`config.mk`:
```
export PLATFORM = sky130hd
export DESIGN_NAME = lfu_cache_table_core
export DESIGN_NICKNAME = d
export VERILOG_FILES = /design/src/rtl/core/lct_pkg.sv /design/src/rtl/core/lct_ram.sv /design/src/rtl/core/lct_ctrl.sv /design/src/rtl/core/lct_dpath.sv /design/src/rtl/core/lfu_cache_table_core.sv
export SDC_FILE = /design/constraint.sdc
export NUM_CORES = 2
export LEC_CHECK = 0
export ABC_CLOCK_PERIOD_IN_PS = 8400
export BUFFER_PORTS_ARGS = -buffer_cell sky130_fd_sc_hd__buf_2
export CELL_PAD_IN_SITES_DETAIL_PLACEMENT = 1
export CELL_PAD_IN_SITES_GLOBAL_PLACEMENT = 2
export CORE_ASPECT_RATIO = 0.7
export CORE_MARGIN = 1.5
export CORE_UTILIZATION = 25
export CTS_BUF_LIST = sky130_fd_sc_hd__clkbuf_8 sky130_fd_sc_hd__clkbuf_16
export DETAILED_ROUTE_END_ITERATION = 6
export PLACE_DENSITY = 0.58
export SLEW_MARGIN = 20
export SYNTH_ARGS = -nofsm -noshare
export SYNTH_HDL_FRONTEND = slang
export SYNTH_HIERARCHICAL = 1
export SYNTH_SLANG_ARGS = --single-unit
```
`constraint.sdc`:
```
create_clock -name i_clk -period 8.4 [get_ports i_clk]
set_input_delay 2.1 -clock i_clk [delete_from_list [all_inputs] [get_ports i_clk]]
set_output_delay 2.1 -clock i_clk [all_outputs]
set_load 0.005 [all_outputs]
```
`src/rtl/core/lct_pkg.sv`:
```
// Shared types and constants for the LFU cache table core.
package lct_pkg;

    localparam int W_DATA  = 32;
    localparam int W_CAP   = 5;
    localparam int W_COUNT = 32;

    localparam logic [W_CAP-1:0]         CAP_RESET = 5'd16;
    localparam logic                     CMD_GET   = 1'b0;
    localparam logic                     CMD_PUT   = 1'b1;
    localparam logic signed [W_DATA-1:0] VAL_MISS  = -32'sd1;
    localparam logic [W_COUNT-1:0]       COUNT_MAX = '1;

    typedef struct packed {
        logic                     cmd;
        logic signed [W_DATA-1:0] key;
        logic signed [W_DATA-1:0] value;
    } t_in;

    typedef struct packed {
        logic                     hit;
        logic signed [W_DATA-1:0] read_value;
        logic                     evicted;
        logic signed [W_DATA-1:0] evicted_key;
    } t_out;

    typedef struct packed {
        logic load_in;
        logic scan_step;
        logic touch;
        logic upd_value;
        logic remove;
        logic insert;
        logic load_out;
    } t_ctl;

    typedef struct packed {
        logic scan_last;
        logic cmd_put;
        logic hit;
        logic cap_zero;
        logic need_evict;
        logic out_free;
    } t_sts;

endpackage

```
`src/rtl/core/lct_ram.sv`:
```
// Generic single-write, single-read RAM with registered read data.
module lct_ram #(
    parameter int WIDTH = 32,
    parameter int DEPTH = 16
) (
    input  logic                                  i_clk,
    input  logic                                  i_we,
    input  logic [((DEPTH > 1) ? $clog2(DEPTH) : 1)-1:0] i_waddr,
    input  logic [WIDTH-1:0]                      i_wdata,
    input  logic [((DEPTH > 1) ? $clog2(DEPTH) : 1)-1:0] i_raddr,
    output logic [WIDTH-1:0]                      o_rdata
);

    logic [WIDTH-1:0] r_mem [DEPTH];
    logic [WIDTH-1:0] r_rdata;

    always_ff @(posedge i_clk) begin
        if (i_we) begin
            r_mem[i_waddr] <= i_wdata;
        end
        r_rdata <= r_mem[i_raddr];
    end

    assign o_rdata = r_rdata;

endmodule

```
`src/rtl/core/lct_ctrl.sv`:
```
// Request sequencer: accept, scan, act, insert, respond.
module lct_ctrl (
    input  logic          i_clk,
    input  logic          i_rst_n,
    input  logic          i_in_valid,
    input  lct_pkg::t_sts i_sts,
    output lct_pkg::t_ctl o_ctl,
    output logic          o_in_stall
);
    import lct_pkg::*;

    localparam logic [2:0] S_IDLE = 3'd0;
    localparam logic [2:0] S_SCAN = 3'd1;
    localparam logic [2:0] S_LAST = 3'd2;
    localparam logic [2:0] S_ACT  = 3'd3;
    localparam logic [2:0] S_INS  = 3'd4;

    logic [2:0] r_state;
    logic [2:0] n_state;
    logic       put_miss;

    assign put_miss = i_sts.cmd_put && !i_sts.cap_zero && !i_sts.hit;

    always_comb begin
        n_state = r_state;
        o_ctl   = '0;
        unique case (r_state)
            S_IDLE: begin
                if (i_in_valid) begin
                    o_ctl.load_in = 1'b1;
                    n_state       = S_SCAN;
                end
            end
            S_SCAN: begin
                o_ctl.scan_step = 1'b1;
                if (i_sts.scan_last) begin
                    n_state = S_LAST;
                end
            end
            S_LAST: begin
                n_state = S_ACT;
            end
            S_ACT: begin
                if (put_miss) begin
                    o_ctl.remove = i_sts.need_evict;
                    n_state      = S_INS;
                end else if (i_sts.out_free) begin
                    o_ctl.touch     = i_sts.hit && (!i_sts.cmd_put || !i_sts.cap_zero);
                    o_ctl.upd_value = i_sts.hit && i_sts.cmd_put && !i_sts.cap_zero;
                    o_ctl.load_out  = 1'b1;
                    n_state         = S_IDLE;
                end
            end
            S_INS: begin
                if (i_sts.out_free) begin
                    o_ctl.insert   = 1'b1;
                    o_ctl.load_out = 1'b1;
                    n_state        = S_IDLE;
                end
            end
            default: begin
                n_state = S_IDLE;
            end
        endcase
    end

    always_ff @(posedge i_clk) begin
        if (!i_rst_n) begin
            r_state <= S_IDLE;
        end else begin
            r_state <= n_state;
        end
    end

    assign o_in_stall = (r_state != S_IDLE);

endmodule

```
`src/rtl/core/lct_dpath.sv`:
```
// Datapath: entry storage, recency lanes, scan results and output register.
module lct_dpath #(
    parameter int ENTRIES = 16
) (
    input  logic                        i_clk,
    input  logic                        i_rst_n,
    input  lct_pkg::t_ctl               i_ctl,
    output lct_pkg::t_sts               o_sts,
    input  lct_pkg::t_in                i_in_data,
    input  logic                        i_cfg_wr_en,
    input  logic [lct_pkg::W_CAP-1:0]   i_cfg_wr_data,
    input  logic                        i_out_stall,
    output logic                        o_out_valid,
    output lct_pkg::t_out               o_out_data
);
    import lct_pkg::*;

    localparam int IW = (ENTRIES > 1) ? $clog2(ENTRIES) : 1;
    localparam int OW = $clog2(ENTRIES + 1);
    localparam int EW = (OW > W_CAP) ? OW : W_CAP;

    t_in                r_in;
    logic [W_CAP-1:0]   r_cap;
    logic [OW-1:0]      r_occ;
    logic [ENTRIES-1:0] r_valid;
    logic [IW-1:0]      r_rank [ENTRIES];
    logic [IW-1:0]      r_idx;
    logic [IW-1:0]      r_eval_idx;
    logic               r_eval_en;

    logic               r_hit;
    logic [IW-1:0]      r_slot;
    logic [W_DATA-1:0]  r_mval;
    logic [W_COUNT-1:0] r_mcnt;
    logic [IW-1:0]      r_mrank;

    logic               r_vic_ok;
    logic [IW-1:0]      r_vic;
    logic [W_COUNT-1:0] r_vcnt;
    logic [IW-1:0]      r_vrank;
    logic [W_DATA-1:0]  r_vkey;

    logic               r_free_ok;
    logic [IW-1:0]      r_free;

    logic               r_ev;
    logic [W_DATA-1:0]  r_evk;
    logic               r_out_valid;
    t_out               r_out;

    logic [W_DATA-1:0]  key_rd;
    logic [W_DATA-1:0]  val_rd;
    logic [W_COUNT-1:0] cnt_rd;
    logic [IW-1:0]      eval_rank;
    logic               eval_valid;
    logic [IW-1:0]      ins_slot;
    logic [IW-1:0]      wr_addr;
    logic [W_COUNT-1:0] cnt_inc;
    logic [W_COUNT-1:0] cnt_wdata;
    logic [EW-1:0]      cap_ext;
    logic [EW-1:0]      eff_cap;

    assign eval_rank  = r_rank[r_eval_idx];
    assign eval_valid = r_valid[r_eval_idx];
    assign ins_slot   = (r_ev && !(r_free_ok && (r_free < r_vic))) ? r_vic : r_free;
    assign wr_addr    = i_ctl.insert ? ins_slot : r_slot;
    assign cnt_inc    = (r_mcnt == COUNT_MAX) ? r_mcnt : r_mcnt + W_COUNT'(1);
    assign cnt_wdata  = i_ctl.insert ? '0 : cnt_inc;
    assign cap_ext    = EW'(r_cap);
    assign eff_cap    = (cap_ext > EW'(ENTRIES)) ? EW'(ENTRIES) : cap_ext;

    lct_ram #(.WIDTH(W_DATA), .DEPTH(ENTRIES)) u_key_ram (
        .i_clk   (i_clk),
        .i_we    (i_ctl.insert),
        .i_waddr (wr_addr),
        .i_wdata (r_in.key),
        .i_raddr (r_idx),
        .o_rdata (key_rd)
    );

    lct_ram #(.WIDTH(W_DATA), .DEPTH(ENTRIES)) u_val_ram (
        .i_clk   (i_clk),
        .i_we    (i_ctl.insert || i_ctl.upd_value),
        .i_waddr (wr_addr),
        .i_wdata (r_in.value),
        .i_raddr (r_idx),
        .o_rdata (val_rd)
    );

    lct_ram #(.WIDTH(W_COUNT), .DEPTH(ENTRIES)) u_cnt_ram (
        .i_clk   (i_clk),
        .i_we    (i_ctl.insert || i_ctl.touch),
        .i_waddr (wr_addr),
        .i_wdata (cnt_wdata),
        .i_raddr (r_idx),
        .o_rdata (cnt_rd)
    );

    always_ff @(posedge i_clk) begin
        if (!i_rst_n) begin
            r_cap       <= CAP_RESET;
            r_occ       <= '0;
            r_valid     <= '0;
            r_eval_en   <= 1'b0;
            r_out_valid <= 1'b0;
        end else begin
            if (i_cfg_wr_en) begin
                r_cap <= i_cfg_wr_data;
            end
            r_eval_en <= i_ctl.scan_step;
            if (i_ctl.remove) begin
                r_valid[r_vic] <= 1'b0;
                r_occ          <= r_occ - OW'(1);
            end
            if (i_ctl.insert) begin
                r_valid[ins_slot] <= 1'b1;
                r_occ             <= r_occ + OW'(1);
            end
            if (i_ctl.load_out) begin
                r_out_valid <= 1'b1;
            end else if (!i_out_stall) begin
                r_out_valid <= 1'b0;
            end
        end
    end

    always_ff @(posedge i_clk) begin
        if (i_ctl.load_in) begin
            r_in      <= i_in_data;
            r_idx     <= '0;
            r_hit     <= 1'b0;
            r_vic_ok  <= 1'b0;
            r_free_ok <= 1'b0;
            r_ev      <= 1'b0;
        end
        if (i_ctl.scan_step) begin
            r_idx <= r_idx + IW'(1);
        end
        r_eval_idx <= r_idx;
        if (r_eval_en) begin
            if (eval_valid && (key_rd == r_in.key) && !r_hit) begin
                r_hit   <= 1'b1;
                r_slot  <= r_eval_idx;
                r_mval  <= val_rd;
                r_mcnt  <= cnt_rd;
                r_mrank <= eval_rank;
            end
            if (eval_valid && (!r_vic_ok || (cnt_rd < r_vcnt) ||
                               ((cnt_rd == r_vcnt) && (eval_rank > r_vrank)))) begin
                r_vic_ok <= 1'b1;
                r_vic    <= r_eval_idx;
                r_vcnt   <= cnt_rd;
                r_vrank  <= eval_rank;
                r_vkey   <= key_rd;
            end
            if (!eval_valid && !r_free_ok) begin
                r_free_ok <= 1'b1;
                r_free    <= r_eval_idx;
            end
        end
        if (i_ctl.remove) begin
            r_ev  <= 1'b1;
            r_evk <= r_vkey;
        end
        if (i_ctl.load_out) begin
            r_out.hit         <= r_hit;
            r_out.read_value  <= (r_in.cmd == CMD_PUT) ? '0 :
                                 (r_hit ? $signed(r_mval) : VAL_MISS);
            r_out.evicted     <= r_ev;
            r_out.evicted_key <= r_ev ? $signed(r_evk) : '0;
        end
    end

    always_ff @(posedge i_clk) begin
        for (int j = 0; j < ENTRIES; j++) begin
            if (i_ctl.touch) begin
                if (IW'(j) == r_slot) begin
                    r_rank[j] <= '0;
                end else if (r_valid[j] && (r_rank[j] < r_mrank)) begin
                    r_rank[j] <= r_rank[j] + IW'(1);
                end
            end
            if (i_ctl.remove) begin
                if (r_valid[j] && (r_rank[j] > r_vrank)) begin
                    r_rank[j] <= r_rank[j] - IW'(1);
                end
            end
            if (i_ctl.insert) begin
                if (IW'(j) == ins_slot) begin
                    r_rank[j] <= '0;
                end else if (r_valid[j]) begin
                    r_rank[j] <= r_rank[j] + IW'(1);
                end
            end
        end
    end

    assign o_sts.scan_last  = (r_idx == IW'(ENTRIES - 1));
    assign o_sts.cmd_put    = (r_in.cmd == CMD_PUT);
    assign o_sts.hit        = r_hit;
    assign o_sts.cap_zero   = (r_cap == '0);
    assign o_sts.need_evict = (EW'(r_occ) >= eff_cap);
    assign o_sts.out_free   = !r_out_valid || !i_out_stall;

    assign o_out_valid = r_out_valid;
    assign o_out_data  = r_out;

endmodule

```
`src/rtl/core/lfu_cache_table_core.sv`:
```
// Top level of the LFU cache table: sequencer plus datapath.
//
//  channel | ports                                  | word
//  --------+----------------------------------------+-----------------------------
//  in      | i_in_valid, o_in_stall, i_in_data      | cmd, key, value
//  out     | o_out_valid, i_out_stall, o_out_data   | hit, read_value, evicted,
//          |                                        | evicted_key
//  cfg     | i_cfg_wr_en, i_cfg_wr_data             | capacity
//
// A request is accepted, then the key/victim scan walks every slot in order through
// the key, value and count RAM read ports; the update and result load follow, with
// an extra insert step on a put miss. The next word can be taken in the cycle after
// the result loads.
// Synchronous active-low reset clears the valid bits, occupancy and output valid
// flag and sets capacity to 16; no clearing pass is needed.
// A result held by i_out_stall does not block the next accept; the following request
// evicts its victim on a put miss, but its other updates wait for a free output register.
module lfu_cache_table_core #(
    parameter int ENTRIES = 16
) (
    input  logic                      i_clk,
    input  logic                      i_rst_n,
    input  logic                      i_in_valid,
    output logic                      o_in_stall,
    input  lct_pkg::t_in              i_in_data,
    output logic                      o_out_valid,
    input  logic                      i_out_stall,
    output lct_pkg::t_out             o_out_data,
    input  logic                      i_cfg_wr_en,
    input  logic [lct_pkg::W_CAP-1:0] i_cfg_wr_data
);
    import lct_pkg::*;

    t_ctl ctl;
    t_sts sts;

    lct_ctrl u_ctrl (
        .i_clk      (i_clk),
        .i_rst_n    (i_rst_n),
        .i_in_valid (i_in_valid),
        .i_sts      (sts),
        .o_ctl      (ctl),
        .o_in_stall (o_in_stall)
    );

    lct_dpath #(.ENTRIES(ENTRIES)) u_dpath (
        .i_clk         (i_clk),
        .i_rst_n       (i_rst_n),
        .i_ctl         (ctl),
        .o_sts         (sts),
        .i_in_data     (i_in_data),
        .i_cfg_wr_en   (i_cfg_wr_en),
        .i_cfg_wr_data (i_cfg_wr_data),
        .i_out_stall   (i_out_stall),
        .o_out_valid   (o_out_valid),
        .o_out_data    (o_out_data)
    );

    a_busy_after_accept: assert property (@(posedge i_clk) disable iff (!i_rst_n)
        (i_in_valid && !o_in_stall) |=> o_in_stall)
        else $error("accepted word did not start a scan");

    a_load_needs_room: assert property (@(posedge i_clk) disable iff (!i_rst_n)
        ctl.load_out |-> sts.out_free)
        else $error("result loaded over an untaken word");

    a_touch_on_hit: assert property (@(posedge i_clk) disable iff (!i_rst_n)
        ctl.touch |-> sts.hit)
        else $error("recency update without a key match");

    a_insert_on_put_miss: assert property (@(posedge i_clk) disable iff (!i_rst_n)
        ctl.insert |-> (sts.cmd_put && !sts.hit && !sts.cap_zero))
        else $error("insert outside a put miss");

endmodule
```
==> metrics.cfg <==
[run_status]
run_status = completed

[clock_network]
clock-root-buffer = clkbuf_16
cts_resized = 0
clkTransAtPathRegs_ps = 60
clk_latency_ps = 900
cts_sinks = 2050
numCtsBuffers = 212
cts_tree = done
htreeDepth = 4
cts_hold_buffers = 0
cts.path.max_buffers = 4
cts_setup_buffers = 0

[floorplanning]
coreArea_um2 = 326000
io_pins = 143
dieArea_um2 = 332000
initial_core_util_pct = 25.2
die_x_um = 688
rows = 175
die_h_um = 483

[critical_path]
worstSetupPathType = input pin to flip-flop
r2r_start = u_dpath/r_vic[1]$_DFFE_PP_
worstSetupStartpointType = input pin
crit_end = u_dpath/u_cnt_ram/r_mem[11][21]$_DFFE_PP_
crit_fanout = 30
r2r_slack_ps = 3360
reg2reg_to = u_dpath/u_cnt_ram/r_mem[11][21]$_DFFE_PP_
worstPathArrival_ps = 5640
required_ps = 8840
worstSetupStartpoint = i_out_stall
rr_worst_depth = 11
end_kind = flip-flop

[synthesis]
async_flop_share_pct = 0
yosysTopAreaCellShare_pct = 70.0
yosysWarnings = 6
post-synth-top-count-cell = edfxtp_1
synth-seq-cells = 2050
syn_area_per_cell_um2 = 18.6
synth_commonest_cells = 1915 x edfxtp_1, 409 x mux4_2, 199 x nand2_1, 193 x ha_1, 192 x a22oi_1
synth.area.top_cells = edfxtp_1 70%, mux4_2 11%, dfxtp_1 3.3%
ys.flop_type = edfxtp_1
synthCells = 4404
yosys.cell_types.count = 78
yosys.area.top_type = edfxtp_1
netlist_area_um2 = 82100
seq_area_frac_synth_pct = 73.3
synth-edff-count = 1915
synth_fp_nets = 4673

[route]
drc_errors = 0
wirelength_um = 226000
viasPerCell = 4.60
routed-via-count = 42400
wl_per_cell_um = 24.6
first_iter_violations = 3297
drtAntennaViolNets = 0
first_pass_iters = 5

[global_routing]
grt_usage_pct = 13.4
overflow = 0
grtUsageMet3_pct = 1.99
top_usage_layer = met2
antenna_found_initial = 24
use_met1_pct = 19.8
grt_pass1_wl_um = 328000
grt_pass1_vias = 44600
met2_usage_pct = 20.8
grt_max_degree = 147

[timing]
hold_viol = 0
fin_crit_sh_pct = 61.9
tns_ps = 0
maxSlewHeadroom_pct = 9.84
setup_slack_ps = 3200
tightest_slew_ps = 1340
setup_viol = 0
grt_setup_unrepaired = no
skew_ps = 128
fmax_ghz = 0.192
period_minus_slack_ps = 5200
hold_slack_ps = 390
final_max_slew_viol_count = 0

[finish]
finalNetCount = 4978
layout-drive-gt1-share_pct = 22.5
area_growth_pct = 16.8

[power]
power_density_nw_per_um2 = 232
peakVddDrop_v = 0.000186
power_leakage_nw = 31.3

[placed_design]
port_buffers = 142
gp_congestion = 0.758
pre_cts_ws_ps = 2230
post-dp-hpwl_um = 142000

[min_path]
hp-class = flip-flop to flip-flop

[flow_run]
cap_violations = 0

flip-flops by register name, indices dropped and copies added (netlist names), 5 cells and up:
name and cells:
u_dpath/r_mval 32, u_dpath/r_valid 16, u_dpath/r_rank 64, u_dpath/r_vkey 32, u_dpath/u_cnt_ram/o_rdata 32, u_dpath/u_key_ram/r_mem 512
u_dpath/r_evk 32, u_dpath/u_val_ram/o_rdata 32, u_dpath/cap_ext 5, u_dpath/u_val_ram/r_mem 512, u_dpath/r_mcnt 32, u_dpath/r_in 64
u_dpath/r_vcnt 32, u_dpath/u_cnt_ram/r_mem 512, u_dpath/r_occ 5, u_dpath/u_key_ram/o_rdata 32, u_dpath/o_out_data 66
cell usage in the layout, fill, tap and decap left out, types with 12 or more instances in the layout:
cell type   Yosys  layout
a22oi_1       192     192
buf_12          0      18
edfxtp_1     1915    1915
nand2_1       199     198
bufinv_16       0      19
buf_2          24     142
nor2_4          0      40
mux2i_1        15      15
xor2_1         75      75
a211oi_1       28      28
a21oi_1       119     116
nand2b_1       36      36
or3_1          17      17
o211ai_1       18      18
and2_1         59      54
o21a_1         31      30
nor4_1         14      12
clkinv_1        1      40
nand3_1        68      68
nor2b_1        55      49
buf_4          33     106
xnor2_1        37      37
mux4_2        409     409
inv_1         128     167
and3_1         19      19
a21boi_0       14      14
clkbuf_16       0     213
clkinv_2        0      38
nor3_1         42      29
dfxtp_1       135     133
nor3_2          0      13
ha_1          193     193
o21ai_0        68      68
a21o_1         40      40
nand4_1        30      30
nor2_1        129      83
clkinvlp_4      0      14
how the worst min path moves through the flow:
stage	start	to	slack (ps)	cells past startpoint
global placement	u_dpath/u_val_ram/o_rdata[21]$_DFF_P_	u_dpath/r_mval[21]$_DFFE_PP_	390	0
detailed placement	u_dpath/u_val_ram/o_rdata[16]$_DFF_P_	u_dpath/r_mval[16]$_DFFE_PP_	390	0
CTS	u_dpath/u_val_ram/o_rdata[20]$_DFF_P_	u_dpath/r_mval[20]$_DFFE_PP_	390	0
floorplan	u_dpath/u_val_ram/o_rdata[0]$_DFF_P_	u_dpath/r_mval[0]$_DFFE_PP_	390	0
finish	u_dpath/u_val_ram/o_rdata[20]$_DFF_P_	u_dpath/r_mval[20]$_DFFE_PP_	390	0
global route	u_dpath/u_val_ram/o_rdata[20]$_DFF_P_	u_dpath/r_mval[20]$_DFFE_PP_	410	0
worst max-delay path, cell delays in order:
cell     delay [ps]
buf_2           110
nand2_1         340
and2_4          490
nor2_1          120
a21oi_2         850
nand2_1         490
nor2_4          660
buf_4           440
cell type report:
cell class | count | area, um2
Fill cell | 33500 | 230000
Sequential cell | 2050 | 60200
Multi-Input combinational cell | 2049 | 21100
Clock buffer | 221 | 5440
Tap cell | 4336 | 5430
Timing Repair Buffer | 267 | 1890
Clock inverter | 164 | 1320
Inverter | 129 | 484
Antenna cell | 2 | 5.00
layer usage:
layer / wire, um / vias to the layer above / part of all wire (%)
li1: - / 18400 / -
met1: 110000 / 22800 / 48
met2: 102000 / 923 / 45
met3: 9720 / 265 / 4.3
met4: 4690 / 4 / 2.1
met5: 36 / - / 0.016
power by group:
group	internal [W]	total (W)	switching, W	leakage, nW
clock	0.00526	0.00931	0.00405	3.46
sequential	0.0113	0.0115	0.000210	18.5
combinational	0.000627	0.00147	0.000839	9.30
through the flow:
step	std cells	cell area (um2)	total power [W]	utilization [%]
after floorplan	4404	82100	0.0126	-
after global placement	8817	88800	0.0132	27.3
after detailed placement	8825	89000	0.0132	27.3
after CTS	9210	95700	0.0226	29.4
after global routing	9217	95900	0.0230	29.4
final	9218	95900	0.0223	29.4
kinds of logic (layout without fill, tap and decap cells):
family                   after synthesis  count (layout)  share of synthesized area, %
AO/OA/AOI/OAI                        597             597                          5.03
other                                  0               2                             0
AND/OR/NAND/NOR                      716             716                          4.39
adder cells (fa/ha/maj)              194             194                          2.97
flip-flops                          2050            2050                          73.3
buffers and inverters                305             781                          1.58
multiplexers                         430             430                          11.5
XOR/XNOR                             112             112                          1.19
(Power assumes the default switching activity.)
